<file path="config.mk">
export PLATFORM = sky130hd
export DESIGN_NAME = ext2_bmw_queue
export DESIGN_NICKNAME = d
export VERILOG_FILES = /design/src/sv/ext2_bmw_pkg.sv /design/src/sv/ext2_bmw_queue.sv
export SDC_FILE = /design/constraint.sdc
export NUM_CORES = 1
export LEC_CHECK = 0
export ABC_AREA = 1
export BUFFER_PORTS_ARGS = -buffer_cell sky130_fd_sc_hd__buf_2
export CORE_ASPECT_RATIO = 0.9
export CORE_MARGIN = 8
export CORE_UTILIZATION = 25
export CTS_CLUSTER_SIZE = 40
export DETAILED_ROUTE_END_ITERATION = 6
export HOLD_SLACK_MARGIN = 0.05
export PLACE_DENSITY = 0.4
export SLEW_MARGIN = 10
export SYNTH_ARGS = -nofsm -noshare
export SYNTH_HDL_FRONTEND = slang
export SYNTH_SLANG_ARGS = --single-unit
</file>
<file path="constraint.sdc">
create_clock -name clock -period 9.55 [get_ports clock]
set_input_delay 0.4775 -clock clock [delete_from_list [all_inputs] [get_ports clock]]
set_output_delay 0.4775 -clock clock [all_outputs]
set_load 0.005 [all_outputs]
</file>
<file path="src/sv/ext2_bmw_pkg.sv">
// Package with shared types and constants of the block map walker.
package ext2_bmw_pkg;

   localparam int STORE_BLOCKS_DEF  = 16;
   localparam int MAX_PTRS_LOG2_DEF = 10;
   localparam int DIRECT_COUNT      = 12;
   localparam int SLOT_COUNT        = 15;

   typedef enum logic [1:0] {
      CMD_SET_SLOT  = 2'd0,
      CMD_STORE_WR  = 2'd1,
      CMD_LOOKUP    = 2'd2,
      CMD_UNUSED    = 2'd3
   } cmd_type;

   typedef enum logic [2:0] {
      ST_OK         = 3'd0,
      ST_REACH      = 3'd1,
      ST_TABLE_VOL  = 3'd2,
      ST_PTR_VOL    = 3'd3,
      ST_NOT_STORED = 3'd4
   } status_type;

   typedef enum logic [1:0] {
      CSR_PTRS_LOG2     = 2'd0,
      CSR_VOLUME_BLOCKS = 2'd1,
      CSR_STORE_BASE    = 2'd2
   } csr_type;

   typedef enum logic [1:0] {
      BK_IDLE,
      BK_STEP,
      BK_WAIT,
      BK_OUT
   } back_state_type;

   // A classified lookup as handed from the front to the back.
   typedef struct packed {
      logic [31:0] root;
      logic [35:0] rem;
      logic [1:0]  level;
      logic        done;
      status_type  status;
      logic [31:0] phys;
   } job_type;

endpackage

</file>
<file path="src/sv/ext2_bmw_queue.sv">
// Two-entry queue between the front and the back.
module ext2_bmw_queue (
   input  logic                  clock,
   input  logic                  reset,
   input  logic                  wr_valid,
   output logic                  wr_ready,
   input  ext2_bmw_pkg::job_type wr_data,
   output logic                  rd_valid,
   input  logic                  rd_ready,
   output ext2_bmw_pkg::job_type rd_data
);

   ext2_bmw_pkg::job_type mem_ff [2];
   logic       wp_ff, wp_in, rp_ff, rp_in;
   logic [1:0] cnt_ff, cnt_in;
   logic       wr, rd;

   assign wr_ready = cnt_ff != 2'd2;
   assign rd_valid = cnt_ff != 2'd0;
   assign rd_data  = mem_ff[rp_ff];
   assign wr = wr_valid && wr_ready;
   assign rd = rd_valid && rd_ready;

   always_comb begin
      wp_in  = wp_ff ^ wr;
      rp_in  = rp_ff ^ rd;
      cnt_in = cnt_ff + 2'(wr) - 2'(rd);
   end

   always_ff @(posedge clock) begin
      if (reset) begin
         wp_ff  <= 1'b0;
         rp_ff  <= 1'b0;
         cnt_ff <= 2'd0;
      end else begin
         wp_ff  <= wp_in;
         rp_ff  <= rp_in;
         cnt_ff <= cnt_in;
      end
      if (wr) begin
         mem_ff[wp_ff] <= wr_data;
      end
   end

endmodule

</file>
### Word level (Yosys, flattened, before mapping)

Memories as Yosys holds them, arrays and structs flattened. A register that Yosys moved wholly into a read port is not among the register bits.
Cells that the tools add are included.

* add/subtract/negate cells: 2
* eq/ne operators: 1
* mux-type cells: 3
* bitwise logic cells: 2
* reduce and logical (&&, ||, !) cells: 3

Operators with widths (number)
* 1-bit two-way mux: 3
* 2-bit by 1-bit adder with 2-bit output: 1
* 1-bit logical AND: 2
* 2-bit != test, second input constant: 1
* 2-bit nonzero test: 1
* 2-bit by 1-bit subtractor with 2-bit output: 1
* 1-bit XOR: 2

* register bits after elaboration: 4
* bits in writable memories: 212
* bits of input ports: 110
* output and inout bits: 108
* logic and storage cells: 15
* memories kept: 1

Memory list
* mem_ff: depth 2, bits a word 106, read ports 1, clocked after memory_dff 1, wr ports 1, RTL line ext2_bmw_queue.sv:13 `ext2_bmw_pkg::job_type mem_ff [2];`

### Logic depth before layout (Yosys ltp)

* depth after elaboration: 4
* depth in mapped cells: 11

### Least setup slack after synthesis

Ideal clock, no wire load.

* kind: input -> register
* start: input port wr_valid
* end: memory mem_ff[1][0] (netlist name) (enable)
* library setup time: 0.572 ns
* arrival time: 5.014 ns
* required time: 8.978 ns
* slack: 3.964 ns
* stages on the path: 2
* buffers on the path: 0
* path through: nand2_1 nor2_1

* longest elaborated chain between the ends: 3

RTL lines
* start, declared: RTL line ext2_bmw_queue.sv:5 `input logic wr_valid,`
* 1-bit logical AND: RTL line ext2_bmw_queue.sv:21 `assign wr = wr_valid && wr_ready;`
* 1-bit two-way mux: RTL line ext2_bmw_queue.sv:40 `if (wr) begin`
* 1-bit two-way mux (implied by the code): RTL line ext2_bmw_queue.sv:41 `mem_ff[wp_ff] <= wr_data;`
* end, declared: RTL line ext2_bmw_queue.sv:13

Every way passes these cells.

==> impl_metrics.yaml <==
placed_design:
  portBuffers: 217
  dpl.hpwl_mm: 12.8
  place.gp.congestion: 0.670
  pre_cts_ws_ps: 6750
detailed_routing:
  ant_nets: 0
  vias: 4789
  via_per_inst: 3.84
  drcViolationCount: 0
  first_pass_iters: 4
  routedWlPerCell_um: 15.7
  wl_mm: 19.6
  drtIter0Drc: 178
sta:
  setup_violations: 0
  finalMaxSlewViolations: 0
  layout_min_cycle_time_ps: 3050
  rsz0062_at_grt: "no"
  fmax_mhz: 328
  hold_violations: 0
  skew_ps: 9.20
  fin_crit_sh: 0.320
  setup-tns-final_ps: 0
  worst_pin_slew_ps: 871
  relSlewSlack: 0.418
  fin_ws_ps: 6500
synthesis:
  netlist_top_cells_area: "edfxtp_1 (80%), nand2_1 (15%), buf_2 (1.0%)"
  synthCells: 587
  synth_flop_cell: "edfxtp_1"
  synth_xor_xnor_area_share: 0.00110
  yosys.area_share.simple: 0.158
  synth_most_common_cell: "nand2_1"
  synth_area_leader_cell: "edfxtp_1"
  synth-adder-area-share: 0.00315
  avgSynthCellArea_um2: 13.5
  yosysWarnings: 0
  ys_seq_elements: 216
  synth_top_family_by_area: "simple AND/OR/NAND/NOR gates"
  synthDistinctLibCells: 15
  synthMuxAreaShare: 0
  syn_nets: 699
  synth_seq_area_share: 0.812
  ys_async_sr_fraction: 0
  synth_compound_area_frac: 0.00126
  syn_area_um2: 7930
  yosys-top-cells-count: "nand2_1 (324), edfxtp_1 (212), buf_2 (16)"
  synth_edf_count: 212
  yosysTopAreaCellShare: 0.802
pwr:
  p_sw_frac: 0.296
  p_leak_uw: 0.00426
  peakVddDrop_v: 0.000148
  power.internal_uw: 1950
  power_density_nw_per_um2: 272
  power.switching_uw: 819
  pwr-share-seq: 0.465
  clock_power_share: 0.305
  power.total_uw: 2770
  combPwrFrac: 0.231
run_status:
  status: "complete, no violations"
critical_path:
  r2r_slack_ps: 6890
  required_ps: 9070
  r2r_start: "cnt_ff[0]$_SDFF_PP0_"
  critPathCaptureType: "primary output"
  cp-start-kind: "flop"
  setup.worst_path.class: "flop to primary output"
  crit_arrival_ps: 2580
  r2r_cells: 6
  startpoint: "rp_ff$_SDFF_PP0_"
  reg2reg_to: "mem_ff[0][73]$_DFFE_PP_"
  cp-endpoint: "rd_data[68]"
  path_max_fanout: 58
clock_network:
  numCtsBuffers: 24
  cts_tree: "done"
  clkSinkCount: 216
  hold_buffers: 0
  cts-resized-gates: 0
  clockBufferDepth: 3
  clkLatencyLatePin_ps: 510
  cts_setup_buffers: 0
  cts_root_buffer: "clkbuf_16"
  clkTransAtPathRegs_ps: 60
  htreeDepth: 1
cells_and_area:
  fin_nets: 924
  antenna_cells: 0
  fillCellCount: 3173
  drive_above_1_share: 0.312
  syn_to_final_growth_pct: 28.3
global_route:
  grt_pass1_vias: 4912
  grt_pass1_wl_mm: 29.4
  grt_start_max_net_pins: 64
  antenna_found_initial: 3
  grt_overflow: 0
  grt_usage: 0.100
die:
  initial_core_util: 0.251
  die_w_um: 204
  io_pins: 218
  die_height_um: 185
  rows: 62
  dieArea_um2: 37700
  core_area_um2: 31600
run:
  cap_violations: 0
min_path:
  hp-class: "input port to flop"
==> critical path, stage by stage, from the launching register on <==
cell and delay, ps:
dfxtp_4 530, inv_4 500, buf_4 620, nand2_1 110, nand2_1 110, buf_2 120
==> placed cells by master (no fill, tap or decap) <==
cell type	instances
nor2_1	6
clkbuf_8	2
clkinv_2	5
clkbuf_1	8
xnor2_1	1
clkinvlp_4	1
nand2_1	324
nor3_1	1
nand3_1	1
buf_2	217
buf_4	5
ha_4	1
inv_4	1
dfxtp_4	1
a21oi_1	1
clkinv_1	3
nor2_4	1
ha_1	1
edfxtp_1	212
dfxtp_1	3
clkbuf_16	25
inv_1	9
o21ai_0	1
==> worst min path at each step <==
stage / startpoint / end / slack [ps] / cells after the start
2_1_floorplan: wp_ff$_SDFF_PP0_ / wp_ff$_SDFF_PP0_ / 530 / 3
3_3_place_gp: cnt_ff[0]$_SDFF_PP0_ / cnt_ff[0]$_SDFF_PP0_ / 600 / 3
3_5_place_dp: cnt_ff[0]$_SDFF_PP0_ / cnt_ff[0]$_SDFF_PP0_ / 620 / 3
4_1_cts: wr_data[24] / mem_ff[1][24]$_DFFE_PP_ / 120 / 1
5_1_grt: wr_data[36] / mem_ff[1][36]$_DFFE_PP_ / 130 / 1
6_report: wr_data[24] / mem_ff[1][24]$_DFFE_PP_ / 150 / 1
==> through the flow <==
| stage | util | std cells | instance area, um2 | hold slack (ps) |
|---|---|---|---|---|
| after floorplan | - | 587 | 7930 | 534 |
| after global placement | 0.299 | 1202 | 9450 | 596 |
| after detailed placement | 0.299 | 1202 | 9450 | 623 |
| after CTS | 0.322 | 1246 | 10200 | 122 |
| after global routing | 0.322 | 1246 | 10200 | 126 |
| final | 0.322 | 1246 | 10200 | 153 |
==> cell families after synthesis <==
group           after synthesis
simple gates                333
buf+inv                      33
compound gates                2
xor+xnor                      1
flops                       216
fa+ha+maj                     2
==> metal layers <==
layer	up-vias	share of wire	GRT usage
li1	2427	-	-
met1	2199	0.44	0.126
met2	127	0.47	0.167
met3	32	0.059	0.0273
met4	4	0.027	0.0301
met5	-	0.0011	0
==> sequential cells by signal (all words and copies together), names as in the netlist <==
signal  count
rp_ff       1
cnt_ff      2
mem_ff    212
wp_ff       1
==> final cells by class <==
cell class	instances	area [um2]	share of cell area
sequential	216	6450	0.634
inverter	10	40.0	0.00393
tap	416	520	0.0511
clock buffer	35	683	0.0671
timing repair buffer	222	1120	0.110
clock inverter	9	43.8	0.00430
multi-input combinational	338	1320	0.129
==> power by group through the flow <==
stage,clock (uW),sequential [uW],combinational (uW)
global placement,0,1310,672
floorplan,0,1300,353
detailed placement,0,1310,671
global route,909,1300,737
finish,844,1290,638
CTS,880,1290,674
Note: power is estimated with default switching activity, not from simulation.
