[config.mk]
export PLATFORM = sky130hd
export DESIGN_NAME = ext2_bmw_front
export DESIGN_NICKNAME = d
export VERILOG_FILES = /design/src/sv/ext2_bmw_pkg.sv /design/src/sv/ext2_bmw_front.sv
export SDC_FILE = /design/constraint.sdc
export NUM_CORES = 1
export LEC_CHECK = 0
export BUFFER_PORTS_ARGS = -buffer_cell sky130_fd_sc_hd__buf_2
export CAP_MARGIN = 5
export CORE_MARGIN = 4
export CORE_UTILIZATION = 35
export DETAILED_ROUTE_END_ITERATION = 8
export GPL_ROUTABILITY_DRIVEN = 0
export HOLD_SLACK_MARGIN = 0.15
export PLACE_DENSITY = 0.59
export RECOVER_POWER = 50
export SLEW_MARGIN = 20
export SYNTH_ARGS = -nofsm -noshare
export SYNTH_HDL_FRONTEND = slang
export SYNTH_SLANG_ARGS = --single-unit
[constraint.sdc]
create_clock -name clock -period 8.3 [get_ports clock]
set_input_delay 0 -clock clock [delete_from_list [all_inputs] [get_ports clock]]
set_output_delay 0 -clock clock [all_outputs]
set_load 0.005 [all_outputs]
[src/sv/ext2_bmw_pkg.sv]
// Package with shared types and constants of the block map walker.
package ext2_bmw_pkg;

   localparam int STORE_BLOCKS_DEF  = 16;
   localparam int MAX_PTRS_LOG2_DEF = 10;
   localparam int DIRECT_COUNT      = 12;
   localparam int SLOT_COUNT        = 15;

   typedef enum logic [1:0] {
      CMD_SET_SLOT  = 2'd0,
      CMD_STORE_WR  = 2'd1,
      CMD_LOOKUP    = 2'd2,
      CMD_UNUSED    = 2'd3
   } cmd_type;

   typedef enum logic [2:0] {
      ST_OK         = 3'd0,
      ST_REACH      = 3'd1,
      ST_TABLE_VOL  = 3'd2,
      ST_PTR_VOL    = 3'd3,
      ST_NOT_STORED = 3'd4
   } status_type;

   typedef enum logic [1:0] {
      CSR_PTRS_LOG2     = 2'd0,
      CSR_VOLUME_BLOCKS = 2'd1,
      CSR_STORE_BASE    = 2'd2
   } csr_type;

   typedef enum logic [1:0] {
      BK_IDLE,
      BK_STEP,
      BK_WAIT,
      BK_OUT
   } back_state_type;

   // A classified lookup as handed from the front to the back.
   typedef struct packed {
      logic [31:0] root;
      logic [35:0] rem;
      logic [1:0]  level;
      logic        done;
      status_type  status;
      logic [31:0] phys;
   } job_type;

endpackage

[src/sv/ext2_bmw_front.sv]
// Front part: decodes words, holds inode pointers and classifies lookups.
module ext2_bmw_front #(
   parameter int MAX_PTRS_LOG2 = ext2_bmw_pkg::MAX_PTRS_LOG2_DEF
) (
   input  logic                         clock,
   input  logic                         in_valid,
   output logic                         in_ready,
   input  logic [1:0]                   cmd,
   input  logic [3:0]                   slot,
   input  logic [31:0]                  word_value,
   input  logic [47:0]                  file_index,
   input  logic [3:0]                   lg,
   input  logic                         store_hold,
   output logic                         job_valid,
   input  logic                         job_ready,
   output ext2_bmw_pkg::job_type        job
);

   logic [31:0] inode_ff [ext2_bmw_pkg::SLOT_COUNT];
   logic [47:0] r1, r2, r3, p1, p2, p3;
   ext2_bmw_pkg::job_type j;
   logic [1:0] lev;

   always_ff @(posedge clock) begin
      if (in_valid && in_ready && cmd == ext2_bmw_pkg::CMD_SET_SLOT &&
          slot < 4'(ext2_bmw_pkg::SLOT_COUNT)) begin
         inode_ff[slot] <= word_value;
      end
   end

   // A store write waits until every queued or running walk has read its tables.
   assign in_ready  = (cmd == ext2_bmw_pkg::CMD_LOOKUP)   ? job_ready :
                      (cmd == ext2_bmw_pkg::CMD_STORE_WR) ? !store_hold : 1'b1;
   assign job_valid = in_valid && cmd == ext2_bmw_pkg::CMD_LOOKUP;

   always_comb begin
      p1 = 48'd1 << lg;
      p2 = 48'd1 << (5'(lg) + 5'(lg));
      p3 = 48'd1 << (6'(lg) * 6'd3);
      r1 = file_index - 48'(ext2_bmw_pkg::DIRECT_COUNT);
      r2 = r1 - p1;
      r3 = r2 - p2;
      j = '0;
      j.status = ext2_bmw_pkg::ST_OK;
      lev = 2'd0;
      if (file_index < 48'(ext2_bmw_pkg::DIRECT_COUNT)) begin
         j.done = 1'b1;
         j.phys = inode_ff[4'(file_index)];
      end else if (r1 < p1) begin
         lev = 2'd1;
         j.rem = 36'(r1);
      end else if (r2 < p2) begin
         lev = 2'd2;
         j.rem = 36'(r2);
      end else if (r3 < p3) begin
         lev = 2'd3;
         j.rem = 36'(r3);
      end else begin
         j.done = 1'b1;
         j.status = ext2_bmw_pkg::ST_REACH;
      end
      j.level = lev;
      j.root = (lev == 2'd0) ? 32'd0 :
               inode_ff[4'(ext2_bmw_pkg::DIRECT_COUNT) + 4'(lev) - 4'd1];
      job = j;
   end

endmodule

* After elaboration in Yosys (flattened, before gate mapping)
Memories as Yosys holds them, arrays and structs flattened.
Index checks and enable logic that the tools add are counted.
** Storage, ports and cells
- Flip-flop bits (word level) :: 0
- RAM bits :: 480
- Output and inout bits :: 108
- Word-level logic and storage cells :: 44
- Memories kept :: 1
** Operators by class
- $add $sub $neg :: 6
- $mul :: 1
- Magnitude comparators :: 5
- Equality and inequality tests :: 2
- Shifts and indexed selects :: 3
- Multiplexer cells :: 19
- Reduce and logical (&&, ||, !) cells :: 7
** Memories
- inode_ff :: words 15, width 32, read ports 2, clocked after Yosys merged registers in 0, wr ports 1, RTL line ext2_bmw_front.sv:19 : logic [31:0] inode_ff [ext2_bmw_pkg::SLOT_COUNT];
** Operators with widths (number)
- less-than comparator 48 bit :: 3
- two-way mux 36 bit :: 4
- subtractor 48 bit :: 2
- two-way mux 32 bit :: 2
- less-than comparator 48 x 4 -> 1 bit, second input constant :: 1
- left shift 1 x 4 -> 48 bit, first input constant :: 1
- left shift 1 x 5 -> 48 bit, first input constant :: 1
- left shift 1 x 6 -> 48 bit, first input constant :: 1
- subtractor 48 x 4 -> 48 bit, second input constant :: 1
- two-way mux 4 bit :: 3
- two-way mux 2 bit :: 4
- multiplier 4 x 2 -> 6 bit, second input constant :: 1
- adder 4 x 4 -> 5 bit :: 1
- two-way mux 1 bit :: 5
- adder 3 x 3 -> 4 bit, first input constant :: 1
- logical AND 1 bit :: 4
- zero test 2 bit :: 2
- less-than comparator 4 bit, second input constant :: 1
- subtractor 4 x 1 -> 4 bit, second input constant :: 1
- two-way mux 3 bit :: 1
- == test 2 x 1 -> 1 bit, second input constant :: 1
- == test 2 bit, second input constant :: 1
- zero test 1 bit :: 1

* Logic depth before layout (Yosys ltp)
An unclocked memory read counts as a cell.
- Depth after elaboration :: 12
- Depth in mapped cells :: 44
- Mapped depth without buffers :: 36

* Worst setup path before layout
No wires, ideal clock.
- Path kind :: input -> output
- Start :: input port file_index[2]
- End :: output port job[104] (netlist name)
- Arrival :: 8.577 ns
- Data required time :: 8.300 ns
- Setup slack :: -0.277 ns
- Cell stages on the path :: 39
- Cell sequence :: ha_1 > nor4_1 > nand2_1 > clkbuf_1 > or4_1 > xnor2_1 > ha_1 > nand4_1 > nor3_1 > a2111oi_0 > o21bai_1 > nor3_1 > xnor2_1 > ha_1 > or4_1 > a31oi_1 > o2111ai_1 > nor3_2 > [3 not listed] > ha_1 > inv_1 > o311a_1 > o211ai_1 > o41ai_4 > o211ai_2 > buf_6 > buf_6 > buf_2 > clkbuf_1 > nand2_1 > inv_1 > ha_1 > clkbuf_1 > clkbuf_1 > nand4_1 > o32a_1 > a22o_1
** RTL lines
- start: declaration :: RTL line ext2_bmw_front.sv:11 : input logic [47:0] file_index,
- end: declaration :: RTL line ext2_bmw_front.sv:16 : output ext2_bmw_pkg::job_type job

==> flow_metrics.env <==
export IMPL_status="complete, but fails checks"
export IMPL_failed_checks="capacitance limit, slew limit"
export IMPL_final_antenna_net_count=0
export IMPL_cp_data_arrival_time_ps=8030
export IMPL_grt_antenna_before_repair=4
export IMPL_maxSlewHeadroom_pct=-82.4
export IMPL_post_drt_wl_per_cell_um=25.3
export IMPL_yosysTopAreaCellShare_pct=51.7
export IMPL_design_die_area_sq_um=84300
export IMPL_maxCapViolations=3
export IMPL_crit_fanout=23
export IMPL_clkTransAtPathRegs_ps=60
export IMPL_core_area_sq_um=79000
export IMPL_yosysUniqueCellTypes=91
export IMPL_setup_viol=0
export IMPL_grt_ovfl_total=0
export IMPL_finalMaxSlewViolations=89
export IMPL_finalCriticalPeriod_ps=8030
export IMPL_clockBufferDepth=3
export IMPL_cts_inserted_buffers=45
export IMPL_synth_async_sr_flop_share_pct=0
export IMPL_area_delta_synth_final_pct=16.5
export IMPL_fillerInstances=7260
export IMPL_finalHoldViolCount=0
export IMPL_layoutNonFillerInstCount=3577
export IMPL_grt_pass1_wl_mm=133
export IMPL_post_route_cell_area_sq_um=32500
export IMPL_port_buffers=199
export IMPL_dp_final_hpwl_mm=57.3
export IMPL_vdd_drop_max_uv=182
export IMPL_syn_inst=2284
export IMPL_clock_sinks=480
export IMPL_slowest_delay_ps=470
export IMPL_timing_final_crit_share_pct=96.7
export IMPL_synth_area_per_cell_sq_um=12.2
export IMPL_dpl_instance_area_sq_um=30400
export IMPL_critPathSlowestCell="or4_1"
export IMPL_yosysWarnings=0
export IMPL_synth_seq_cells=480
export IMPL_multi_input_area_sq_um=13100
export IMPL_cp_common_cell="nand2_1"
export IMPL_synth_edf_count=480
export IMPL_drtIter0Drc=2099
export IMPL_firstDrtPassIters=6
export IMPL_grt_pass1_vias=21200
export IMPL_routed_wl_mm=90.4
export IMPL_power_uw=5790
export IMPL_die_w_um=290
export IMPL_fp_row_count=103
export IMPL_route_detailed_drc=0
export IMPL_grt_start_max_net_pins=150
export IMPL_regArea_sq_um=14400
export IMPL_power_density_nw_per_um2=178
export IMPL_root_buffer="clkbuf_16"
export IMPL_p_leak_uw=0.0107
export IMPL_synth_area_leaders="edfxtp_1, mux4_2, nand4_1, ha_1, nand2_1"
export IMPL_worstSetupEndpointType="output port"
export IMPL_seq_area_frac_synth_pct=51.7
export IMPL_biggestRegsByFlops="inode_ff: 480 flops"
export IMPL_crit_type="in -> out"
export IMPL_finalNetCount=2636
export IMPL_cts_tree="built"
export IMPL_worst_slew_pin_slew_ps=2740
export IMPL_dp_cells=3443
export IMPL_vias=21900
export IMPL_synthFlopType="edfxtp_1"
export IMPL_start_util_pct=35.3
export IMPL_critPathRequiredTime_ps=8300
export IMPL_via_per_inst=6.11
export IMPL_hold_path_class="in -> reg"
export IMPL_cp_start_kind="input port"
export IMPL_die_y_um=290
export IMPL_largest_reg_flops=480
export IMPL_netlist_area_sq_um=27900
export IMPL_layout_drive_gt1_share_pct=21.2
export IMPL_regMostFlops="inode_ff"
export IMPL_pin_count=202
export IMPL_h_tree_depth=2
export IMPL_grt_util_all_layers_pct=20.2
export IMPL_max_freq_mhz=125
export IMPL_synth_top_cell_by_area="edfxtp_1"
cells in the final DEF (no fill, tap or decap), types with 43 or more instances in the layout:
| cell type | instances |
|---|---|
| edfxtp_1 | 480 |
| nand2_1 | 166 |
| buf_2 | 161 |
| mux4_2 | 128 |
| nand4_1 | 126 |
| nor2_1 | 124 |
| o21ai_0 | 115 |
| buf_4 | 77 |
| and3_1 | 74 |
| nand3_1 | 71 |
| xnor2_1 | 62 |
| clkbuf_16 | 48 |
| ha_1 | 47 |
| clkbuf_1 | 47 |
| nor2b_1 | 46 |
| nor3_1 | 43 |
kinds of logic (layout without fill, tap and decap cells):
group	Yosys count	after routing	synth area share, %
buffers and inverters	188	425	2.67
other	1	7	0.0134
xor gates and xnor gates	107	107	3.39
AOI/OAI and AO/OA	474	474	12.5
muxes	167	167	11.7
and+or+nand+nor	814	814	15.6
DFF	480	480	51.7
adders and majority gates	53	53	2.40
per-layer routing:
| metal | vias to the layer above | track usage (%) | part of all wire [%] |
|---|---|---|---|
| li1 | 9567 | - | - |
| met1 | 11000 | 27.1 | 40 |
| met2 | 1131 | 34.4 | 49 |
| met3 | 153 | 3.13 | 8.6 |
| met4 | 0 | 5.22 | 2.3 |
| met5 | - | 0 | 0 |
final timing paths:
| kind | startpoint | to | slack, ps | depth (start not counted) |
|---|---|---|---|---|
| hold / removal | cmd[1] | inode_ff[14][16] | 230 | 4 |
| setup / recovery | file_index[5] | job[103] | 270 | 37 |
cell type report:
cell class                 instances  share of cell area (%)
inverter                          21                   0.242
clock inverter                    24                   0.885
antenna                            5                  0.0385
multi-input combinational       1617                    40.2
tap                             1050                    4.04
sequential                       480                    44.3
timing repair buffer             324                    6.49
clock buffer                      56                    3.72
through the flow:
| step | TNS, ps | hold WS, ps | worst slack (ps) | utilization, % |
|---|---|---|---|---|
| 4_1_cts | 0 | 183 | 20.6 | 40.9 |
| 3_5_place_dp | -44.8 | 269 | -44.8 | 38.5 |
| 3_3_place_gp | 0 | 264 | 48.2 | 38.5 |
| 6_report | 0 | 228 | 273 | 41.2 |
| 5_1_grt | -48.7 | 258 | -36.6 | 41.1 |
| 2_1_floorplan | 0 | 33.0 | 2.74 | - |
what timing repair did:
item / CTS / global route
buffers inserted: 3 / 10
hold buffers: 35 / 0
endpoints found under the hold margin: 498 / 0
gates cloned: 0 / 1
setup endpoints to repair: 5 / 41
gates resized for setup: 0 / 32
pin swaps: 2 / 11
cells in the mapped netlist, drive strengths merged, types with 8 or more instances:
master / n
a211oi: 13
a21boi: 38
a21oi: 44
a22o: 41
a22oi: 14
a31oi: 44
and2: 16
and3: 75
buf: 40
clkbuf: 127
edfxtp: 480
ha: 52
inv: 21
mux2i: 39
mux4: 128
nand2: 170
nand2b: 13
nand3: 74
nand4: 126
nand4b: 9
nor2: 134
nor2b: 47
nor3: 49
nor3b: 14
nor4: 31
o211a: 8
o211ai: 16
o21a: 8
o21ai: 116
o31ai: 11
o32a: 32
or2: 12
or3: 8
or4: 16
xnor2: 65
xor2: 42
worst max-delay path, delay by kind of cell:
family                   cells  cell delay, ps
XOR/XNOR                     3             550
AND/OR/NAND/NOR              8            1390
adder cells (fa/ha/maj)      4            1200
buffers and inverters        5             790
AO/OA/AOI/OAI               17            4090
power breakdown:
| group | internal [uW] | leakage [uW] | switching [uW] | total (uW) |
|---|---|---|---|---|
| clock | 1230 | 0.000728 | 890 | 2120 |
| combinational | 393 | 0.00566 | 590 | 984 |
| sequential | 2680 | 0.00432 | 5.59 | 2690 |
(Power assumes the default switching activity.)
